===== config.mk =====
export PLATFORM = sky130hd
export DESIGN_NAME = indi_roll_rate_controller_top
export DESIGN_NICKNAME = d
export VERILOG_FILES = /design/src/irrc_pkg.sv /design/src/irrc_mul.sv /design/src/indi_roll_rate_controller_top.sv
export SDC_FILE = /design/constraint.sdc
export NUM_CORES = 2
export LEC_CHECK = 0
export ABC_AREA = 0
export BUFFER_PORTS_ARGS = -buffer_cell sky130_fd_sc_hd__buf_2
export CORE_AREA = 2 2 411 454
export CTS_CLUSTER_SIZE = 10
export DETAILED_ROUTE_END_ITERATION = 6
export DIE_AREA = 0 0 413 456
export PLACE_DENSITY = 0.54
export SLEW_MARGIN = 30
export SYNTH_ARGS = -nofsm -noshare
export SYNTH_HDL_FRONTEND = slang
export SYNTH_SLANG_ARGS = --single-unit

===== constraint.sdc =====
create_clock -name clk -period 15.3 [get_ports clk]
set_input_delay 3.06 -clock clk [delete_from_list [all_inputs] [get_ports clk]]
set_output_delay 3.06 -clock clk [all_outputs]
set_load 0.01 [all_outputs]

===== src/irrc_pkg.sv =====
// shared widths, codes and sequencer states for the roll-rate controller
package irrc_pkg;

	localparam int MUL_A_W = 34;
	localparam int MUL_B_W = 24;
	localparam int PROD_W  = 58;

	localparam int CMD_LIMIT  = 4500;
	localparam int CD_PER_DEG = 100;

	localparam logic [16:0] ONE_Q16 = 17'h10000;

	localparam logic [1:0] MODE_PID    = 2'd0;
	localparam logic [1:0] MODE_ACTIVE = 2'd2;

	localparam logic [2:0] CFG_MODE  = 3'd0;
	localparam logic [2:0] CFG_ALPHA = 3'd1;
	localparam logic [2:0] CFG_LOOP  = 3'd2;
	localparam logic [2:0] CFG_GAIN  = 3'd3;
	localparam logic [2:0] CFG_INV   = 3'd4;

	typedef enum logic [3:0] {
		ST_IDLE,
		ST_MUL_RF,
		ST_MUL_AF,
		ST_MUL_ACC,
		ST_MUL_DES,
		ST_MUL_K,
		ST_ERR,
		ST_MUL_CMD,
		ST_CMD,
		ST_DONE
	} state_t;

endpackage


===== src/irrc_mul.sv =====
// shared signed multiplier with registered product
module irrc_mul import irrc_pkg::*; (
	input  logic                      clk,
	input  logic signed [MUL_A_W-1:0] a,
	input  logic signed [MUL_B_W-1:0] b,
	output logic signed [PROD_W-1:0]  prod_q
);

	logic signed [PROD_W-1:0] prod_d;

	assign prod_d = PROD_W'(a) * PROD_W'(b);

	always_ff @(posedge clk) begin
		prod_q <= prod_d;
	end

endmodule


===== src/indi_roll_rate_controller_top.sv =====
// roll-rate controller top: sequencer, state, config registers, output register
// a full INDI request steps from ST_MUL_RF through ST_CMD to ST_DONE,
// a passthrough or seeding request goes from ST_IDLE straight to ST_DONE
// requests are taken only in ST_IDLE; the INDI path makes six passes
// through the single shared multiplier, and ST_DONE waits while the output is stalled
// reset: config to defaults, filters unseeded, no result pending
module indi_roll_rate_controller_top import irrc_pkg::*; (
	input  logic               clk,
	input  logic               arst_n,
	input  logic               cfg_valid,
	output logic               cfg_ready,
	input  logic [2:0]         cfg_index,
	input  logic [16:0]        cfg_data,
	input  logic               in_valid,
	output logic               in_stall,
	input  logic signed [20:0] desired_rate,
	input  logic signed [20:0] measured_rate,
	input  logic signed [13:0] pid_command,
	input  logic               on_ground,
	input  logic               under_speed,
	output logic               out_valid,
	input  logic               out_stall,
	output logic signed [13:0] aileron_command,
	output logic               indi_engaged
);

	localparam int CMD_W = 43;
	localparam logic signed [PROD_W-1:0] HALF16 = PROD_W'(32768);
	localparam logic signed [PROD_W-1:0] HALF8  = PROD_W'(128);
	localparam logic signed [CMD_W-1:0]  HALF8C = CMD_W'(128);
	localparam logic signed [CMD_W-1:0]  LIM_HI = CMD_W'(CMD_LIMIT);
	localparam logic signed [CMD_W-1:0]  LIM_LO = -CMD_W'(CMD_LIMIT);
	localparam logic signed [13:0]       CMD_HI = 14'(CMD_LIMIT);

	function automatic logic signed [PROD_W-1:0] rnd16(input logic signed [PROD_W-1:0] x);
		rnd16 = (x + HALF16) >>> 16;
	endfunction

	function automatic logic signed [PROD_W-1:0] rnd8(input logic signed [PROD_W-1:0] x);
		rnd8 = (x + HALF8) >>> 8;
	endfunction

	state_t state_q, state_d;

	logic [1:0]  mode_q;
	logic [16:0] alpha_q, inv_q, alpha_eff, inv_eff;
	logic [9:0]  loop_q;
	logic [12:0] gain_q;

	logic signed [20:0] des_q, meas_q;
	logic signed [13:0] pid_q;
	logic               gnd_q, under_q;

	logic               seeded_q, arp_q;
	logic signed [20:0] rf_q, rf_new_q;
	logic signed [21:0] af_q, af_new_q;
	logic signed [13:0] last_q;

	logic signed [31:0]      accel_q;
	logic signed [26:0]      des_acc_q;
	logic signed [23:0]      k_q;
	logic signed [32:0]      err_q;
	logic signed [CMD_W-1:0] cmd_q;

	logic signed [MUL_A_W-1:0] mul_a;
	logic signed [MUL_B_W-1:0] mul_b;
	logic signed [PROD_W-1:0]  prod_q;

	logic signed [21:0] d_rf, d_acc, d_des;
	logic signed [22:0] d_af;
	logic signed [CMD_W-1:0] cmd_r;
	logic signed [13:0] lim, res;
	logic               req, act, path_pass, path_seed, out_free, done_fire, in_fire;

	logic               out_valid_q, indi_engaged_q;
	logic signed [13:0] aileron_q;

	irrc_mul u_mul (
		.clk    (clk),
		.a      (mul_a),
		.b      (mul_b),
		.prod_q (prod_q)
	);

	assign cfg_ready = 1'b1;
	assign alpha_eff = (alpha_q > ONE_Q16) ? ONE_Q16 : alpha_q;
	assign inv_eff   = (inv_q > ONE_Q16) ? ONE_Q16 : inv_q;

	// config writes
	always_ff @(posedge clk or negedge arst_n) begin
		if (!arst_n) begin
			mode_q  <= MODE_PID;
			alpha_q <= 17'd7316;
			loop_q  <= 10'd400;
			gain_q  <= 13'd1024;
			inv_q   <= 17'd655;
		end else if (cfg_valid && cfg_ready) begin
			case (cfg_index)
				CFG_MODE:  mode_q  <= cfg_data[1:0];
				CFG_ALPHA: alpha_q <= cfg_data;
				CFG_LOOP:  loop_q  <= cfg_data[9:0];
				CFG_GAIN:  gain_q  <= cfg_data[12:0];
				CFG_INV:   inv_q   <= cfg_data;
				default: ;
			endcase
		end
	end

	assign d_rf  = 22'(meas_q) - 22'(rf_q);
	assign d_af  = 23'($signed({last_q, 8'd0})) - 23'(af_q);
	assign d_acc = 22'(rf_new_q) - 22'(rf_q);
	assign d_des = 22'(des_q) - 22'(rf_new_q);

	assign path_pass = (mode_q == MODE_PID);
	assign path_seed = !seeded_q || (loop_q == 10'd0);
	assign req       = (mode_q >= MODE_ACTIVE) && !gnd_q && !under_q;
	assign act       = req && arp_q && !path_pass && !path_seed;

	assign cmd_r = (cmd_q + HALF8C) >>> 8;
	always_comb begin
		if (cmd_r > LIM_HI)
			lim = CMD_HI;
		else if (cmd_r < LIM_LO)
			lim = -CMD_HI;
		else
			lim = 14'(cmd_r);
	end
	assign res = act ? lim : pid_q;

	assign out_free  = !out_valid_q || !out_stall;
	assign in_fire   = in_valid && !in_stall;
	assign done_fire = (state_q == ST_DONE) && out_free;

	always_ff @(posedge clk or negedge arst_n) begin
		if (!arst_n)
			state_q <= ST_IDLE;
		else
			state_q <= state_d;
	end

	always_comb begin
		state_d  = state_q;
		in_stall = 1'b1;
		mul_a    = '0;
		mul_b    = '0;
		case (state_q)
			ST_IDLE: begin
				in_stall = 1'b0;
				if (in_valid) begin
					if (mode_q == MODE_PID || !seeded_q || loop_q == 10'd0)
						state_d = ST_DONE;
					else
						state_d = ST_MUL_RF;
				end
			end
			ST_MUL_RF: begin
				mul_a   = MUL_A_W'(d_rf);
				mul_b   = $signed(MUL_B_W'(alpha_eff));
				state_d = ST_MUL_AF;
			end
			ST_MUL_AF: begin
				mul_a   = MUL_A_W'(d_af);
				mul_b   = $signed(MUL_B_W'(alpha_eff));
				state_d = ST_MUL_ACC;
			end
			ST_MUL_ACC: begin
				mul_a   = MUL_A_W'(d_acc);
				mul_b   = $signed(MUL_B_W'(loop_q));
				state_d = ST_MUL_DES;
			end
			ST_MUL_DES: begin
				mul_a   = MUL_A_W'(d_des);
				mul_b   = $signed(MUL_B_W'(gain_q));
				state_d = ST_MUL_K;
			end
			ST_MUL_K: begin
				mul_a   = $signed(MUL_A_W'(inv_eff));
				mul_b   = MUL_B_W'(CD_PER_DEG);
				state_d = ST_ERR;
			end
			ST_ERR: begin
				state_d = ST_MUL_CMD;
			end
			ST_MUL_CMD: begin
				mul_a   = MUL_A_W'(err_q);
				mul_b   = k_q;
				state_d = ST_CMD;
			end
			ST_CMD: begin
				state_d = ST_DONE;
			end
			ST_DONE: begin
				if (out_free)
					state_d = ST_IDLE;
			end
			default: state_d = ST_IDLE;
		endcase
	end

	// request capture and working registers
	always_ff @(posedge clk) begin
		if (in_fire) begin
			des_q   <= desired_rate;
			meas_q  <= measured_rate;
			pid_q   <= pid_command;
			gnd_q   <= on_ground;
			under_q <= under_speed;
		end
		case (state_q)
			ST_MUL_AF:  rf_new_q  <= 21'(PROD_W'(rf_q) + rnd16(prod_q));
			ST_MUL_ACC: af_new_q  <= 22'(PROD_W'(af_q) + rnd16(prod_q));
			ST_MUL_DES: accel_q   <= 32'(prod_q);
			ST_MUL_K:   des_acc_q <= 27'(rnd8(prod_q));
			ST_ERR: begin
				k_q   <= 24'(prod_q);
				err_q <= 33'(des_acc_q) - 33'(accel_q);
			end
			ST_CMD:     cmd_q     <= CMD_W'(PROD_W'(af_new_q) + rnd16(prod_q));
			default: ;
		endcase
	end

	// filter state
	always_ff @(posedge clk) begin
		if (done_fire && !path_pass) begin
			if (path_seed) begin
				rf_q   <= meas_q;
				af_q   <= 22'($signed({pid_q, 8'd0}));
				last_q <= pid_q;
			end else begin
				rf_q   <= rf_new_q;
				af_q   <= af_new_q;
				last_q <= res;
			end
		end
	end

	always_ff @(posedge clk or negedge arst_n) begin
		if (!arst_n) begin
			seeded_q <= 1'b0;
			arp_q    <= 1'b0;
		end else if (done_fire) begin
			if (path_pass) begin
				seeded_q <= 1'b0;
			end else if (path_seed) begin
				seeded_q <= 1'b1;
				arp_q    <= 1'b0;
			end else begin
				arp_q <= req;
			end
		end
	end

	// output register
	always_ff @(posedge clk or negedge arst_n) begin
		if (!arst_n)
			out_valid_q <= 1'b0;
		else if (done_fire)
			out_valid_q <= 1'b1;
		else if (!out_stall)
			out_valid_q <= 1'b0;
	end

	always_ff @(posedge clk) begin
		if (done_fire) begin
			aileron_q      <= res;
			indi_engaged_q <= act;
		end
	end

	assign out_valid       = out_valid_q;
	assign aileron_command = aileron_q;
	assign indi_engaged    = indi_engaged_q;

	a_active_in_limits: assert property (@(posedge clk) disable iff (!arst_n)
		out_valid && indi_engaged |-> (aileron_command <= CMD_HI && aileron_command >= -CMD_HI))
		else $error("active command outside limits");

	a_active_needs_mode: assert property (@(posedge clk) disable iff (!arst_n)
		done_fire && act |-> mode_q >= MODE_ACTIVE && seeded_q)
		else $error("active command without active mode");

	a_accept_leaves_idle: assert property (@(posedge clk) disable iff (!arst_n)
		in_fire |=> state_q != ST_IDLE)
		else $error("request accepted but sequencer idle");

	a_no_result_lost: assert property (@(posedge clk) disable iff (!arst_n)
		out_valid && out_stall |=> out_valid && $stable(aileron_command))
		else $error("pending result overwritten");

endmodule

==> metrics.txt <==
# TYPE chip_impl_metric gauge
chip_impl_metric{name="final_net_count",unit=""} 7012
chip_impl_metric{name="final.hold.worst_slack",unit="ps"} 429.0
chip_impl_metric{name="total_of_buffers_placed_on_input_and_output_ports",unit=""} 99
chip_impl_metric{name="synth_edf_count",unit=""} 325
chip_impl_metric{name="via_per_inst",unit=""} 5.051
chip_impl_metric{name="final.fill_count",unit=""} 18860
chip_impl_metric{name="final-max-slew-violation-count",unit=""} 0
chip_impl_metric{name="final_hold_viols",unit=""} 0
chip_impl_metric{name="post-dp-hpwl",unit="mm"} 140.4
chip_impl_metric{name="place_area",unit="µm²"} 58540
chip_impl_metric{name="totalWireLength",unit="mm"} 177.8
chip_impl_metric{name="clock-sinks",unit=""} 449
chip_impl_info{name="dominantRegCellSynth",value="sky130_fd_sc_hd__edfxtp_1"} 1
chip_impl_metric{name="p_per_area",unit="nW/µm²"} 193.6
chip_impl_metric{name="cts_hold_repair.buffers",unit=""} 0
chip_impl_metric{name="setup_violations",unit=""} 0
chip_impl_metric{name="layout-area-overhead-vs-synth",unit="%"} 9.544
chip_impl_metric{name="power.ir.vdd_worst",unit="V"} 0.0001091
chip_impl_metric{name="initial_utilization",unit=""} 0.2994
chip_impl_metric{name="die_x",unit="µm"} 413
chip_impl_metric{name="synth.top_cell.area_share",unit=""} 0.2983
chip_impl_metric{name="post_synth_num_cell_types",unit=""} 97
chip_impl_metric{name="num_io_pins",unit=""} 101
chip_impl_metric{name="period_needed",unit="ps"} 11790
chip_impl_metric{name="drt_initial_violations",unit=""} 3195
chip_impl_metric{name="timing.final.crit_share",unit=""} 0.7706
chip_impl_info{name="hold_path_class",value="flop to flop"} 1
chip_impl_info{name="worstSetupEndpointType",value="flop"} 1
chip_impl_metric{name="drv.max_cap_violation_count",unit=""} 0
chip_impl_metric{name="clkLatencyLatePin",unit="ps"} 660
chip_impl_metric{name="overall_track_demand_over_capacity_in_global_routing",unit=""} 0.1889
chip_impl_info{name="top_layer",value="met5"} 1
chip_impl_metric{name="maxClockFrequency",unit="GHz"} 0.08482
chip_impl_metric{name="remaining_drc_errors",unit=""} 0
chip_impl_metric{name="grt_pass1_wl",unit="mm"} 270.4
chip_impl_metric{name="final_antenna_net_count",unit=""} 0
chip_impl_metric{name="flop2flop_setup_slack",unit="ps"} 3510
chip_impl_metric{name="htreeDepth",unit=""} 2
chip_impl_metric{name="worst-endpoint-arrival",unit="ps"} 12340
chip_impl_metric{name="cts.repair_timing.setup_buffer_count",unit=""} 0
chip_impl_metric{name="worst_pin_slew",unit="ps"} 1052
chip_impl_info{name="cts_tree",value="done"} 1
chip_impl_metric{name="yosys_warning_total",unit=""} 0
chip_impl_metric{name="die_h",unit="µm"} 456
chip_impl_metric{name="routedLengthMet1",unit="mm"} 73.61
chip_impl_metric{name="routabilityCongestion",unit=""} 0.9250
chip_impl_metric{name="critPathMaxStageDelay",unit="ps"} 750
chip_impl_info{name="grt_setup_unrepaired",value="no"} 1
chip_impl_metric{name="fin_setup_tns",unit="ps"} 0
chip_impl_metric{name="maximum_number_of_pins_on_one_net_before_global_route_repair",unit=""} 67
chip_impl_metric{name="synth.ff_latch_count",unit=""} 449
chip_impl_metric{name="cp_max_fo",unit=""} 15
chip_impl_info{name="layout_commonest_cell",value="sky130_fd_sc_hd__inv_1"} 1
chip_impl_metric{name="synth.net_count",unit=""} 6980
chip_impl_info{name="synth_top_area_cell",value="sky130_fd_sc_hd__fa_1"} 1
chip_impl_metric{name="leakage",unit="µW"} 0.02716
chip_impl_info{name="critPathSlowestCell",value="sky130_fd_sc_hd__and2_1"} 1
chip_impl_metric{name="clock_tree.buffer_depth",unit=""} 3
chip_impl_metric{name="clkSlewWorstSetupHoldPaths",unit="ps"} 60
chip_impl_metric{name="required",unit="ps"} 15850
chip_impl_info{name="run_status",value="completed"} 1
chip_impl_metric{name="num_rows",unit=""} 165
chip_impl_info{name="worstSetupPathType",value="flop to flop"} 1
chip_impl_metric{name="vias_in_the_first_global_route",unit=""} 44130
chip_impl_metric{name="global_route_overflow",unit=""} 0
chip_impl_info{name="root_buffer",value="sky130_fd_sc_hd__clkbuf_16"} 1
chip_impl_metric{name="async_sr_flop_fraction",unit=""} 0.1470
chip_impl_metric{name="tritoncts.num_buffers",unit=""} 52
chip_impl_info{name="critical-path-top-cell-by-count",value="sky130_fd_sc_hd__fa_1"} 1
chip_impl_metric{name="mappedNetlistArea",unit="µm²"} 54890
chip_impl_metric{name="syn_avg_cell_area",unit="µm²"} 9.578
chip_impl_metric{name="postCtsResizedCells",unit=""} 0
chip_impl_metric{name="met3_length",unit="mm"} 9.529
chip_impl_metric{name="first_pass_iters",unit=""} 6
chip_impl_info{name="most-common-layout-cells",value="sky130_fd_sc_hd__inv_1 (1022), sky130_fd_sc_hd__fa_1 (818), sky130_fd_sc_hd__nand2_1 (671), sky130_fd_sc_hd__ha_1 (348), sky130_fd_sc_hd__nor2_1 (345)"} 1
chip_impl_info{name="worstSetupStartpointType",value="flop"} 1
chip_impl_metric{name="vias",unit=""} 41540
chip_impl_metric{name="final_layout_size_suffix_gt1_frac",unit=""} 0.07618
chip_impl_info{name="ys_top_cells_by_area",value="sky130_fd_sc_hd__fa_1 (30%), sky130_fd_sc_hd__edfxtp_1 (18%), sky130_fd_sc_hd__ha_1 (7.9%)"} 1
chip_impl_metric{name="post_drt_wl_per_cell",unit="µm"} 21.61
chip_impl_metric{name="finalClockSkew",unit="ps"} 45.71
chip_impl_metric{name="post_synth_inst_count",unit=""} 5731
chip_impl_metric{name="detailroute.wirelength.met2",unit="mm"} 86.62
chip_impl_metric{name="number_of_antenna_violations_at_the_first_check_in_global_routing",unit=""} 7
chip_impl_metric{name="ys_seq_area_frac",unit=""} 0.2294
chip_impl_metric{name="core_area",unit="µm²"} 183300
chip_impl_metric{name="post-route-cell-area",unit="µm²"} 60130
chip_impl_metric{name="die_area",unit="µm²"} 188300
chip_impl_metric{name="fin_util",unit=""} 0.3280
chip_impl_metric{name="slew_headroom",unit=""} 0.2973
## Yosys cell counts, types with 92 or more instances
cell,count
sky130_fd_sc_hd__inv_1,1024
sky130_fd_sc_hd__fa_1,818
sky130_fd_sc_hd__nand2_1,671
sky130_fd_sc_hd__nor2_1,349
sky130_fd_sc_hd__ha_1,348
sky130_fd_sc_hd__edfxtp_1,325
sky130_fd_sc_hd__a21oi_1,227
sky130_fd_sc_hd__clkbuf_1,207
sky130_fd_sc_hd__xnor2_1,187
sky130_fd_sc_hd__o21ai_0,183
sky130_fd_sc_hd__and2_1,97
sky130_fd_sc_hd__mux2_2,95
sky130_fd_sc_hd__nand3_1,95
sky130_fd_sc_hd__xor2_1,92
## through the flow
step | total power [µW] | cells | setup slack, ps
floorplan | 7685 | 5731 | 5678
global placement | 10270 | 8126 | 3876
detailed placement | 10360 | 8128 | 3926
CTS | 11610 | 8221 | 3858
global route | 12720 | 8224 | 3158
finish | 11640 | 8224 | 3510
## logic make-up (layout without fill, tap and decap cells)
family                     after synthesis  in the layout  synth area share
and+or+nand+nor                       1563           1563            0.1305
buffers and inverters                 1250           1321           0.08575
adders and majority gates             1166           1166            0.3776
AOI/OAI and AO/OA                      920            920            0.1112
DFF                                    449            449            0.2294
xor gates and xnor gates               279            279           0.04451
muxes                                  103            103           0.02097
other                                    1              2        0.00006831
## area by class of cell
cell class                 instances  area [µm²]  area share
clock buffer                      87        1463     0.02432
timing repair buffer             202        1287     0.02141
inverter                        1026        3851     0.06404
multi-input combinational       4032       37830      0.6290
tap                             2421        3029     0.05037
sequential                       449       12590      0.2094
antenna                            1       2.502  0.00004161
clock inverter                     6       81.33    0.001352
## flip-flops by register name, indices dropped and copies added (netlist names), 22 cells and up
| name | count |
|---|---|
| des_acc_q | 27 |
| af_new_q | 22 |
| cmd_q | 36 |
| accel_q | 32 |
| k_q | 24 |
| af_q | 22 |
| u_mul.prod_q | 58 |
| err_q | 33 |
## critical path, delay by kind of cell, from the launching register on
family,cells,cell delay (ps)
adders and majority gates,10,4810
AOI/OAI and AO/OA,13,4270
and+or+nand+nor,3,1120
xor gates and xnor gates,2,770
DFF,1,410
buffers and inverters,5,290
## final timing paths
path	to	from	cells past startpoint
max	u_mul.prod_q[45]	rf_new_q[0]	33
min	accel_q[1]	u_mul.prod_q[1]	0
max reg2reg	u_mul.prod_q[45]	rf_new_q[0]	33
min reg2reg	accel_q[1]	u_mul.prod_q[1]	0
max in group asynchronous	alpha_q[14]	arst_n	2
min in group asynchronous	alpha_q[5]	arst_n	2
## per-layer routing
| metal | up-vias | GRT usage |
|---|---|---|
| li1 | 18740 | - |
| met1 | 21150 | 0.2389 |
| met2 | 1368 | 0.3272 |
| met3 | 280 | 0.02097 |
| met4 | 2 | 0.07396 |
| met5 | - | 0 |
## report_power, final
part,internal (µW),switching [µW]
sequential,1750,264
combinational,2990,5460
clock,650,525
(Power assumes the default switching activity.)
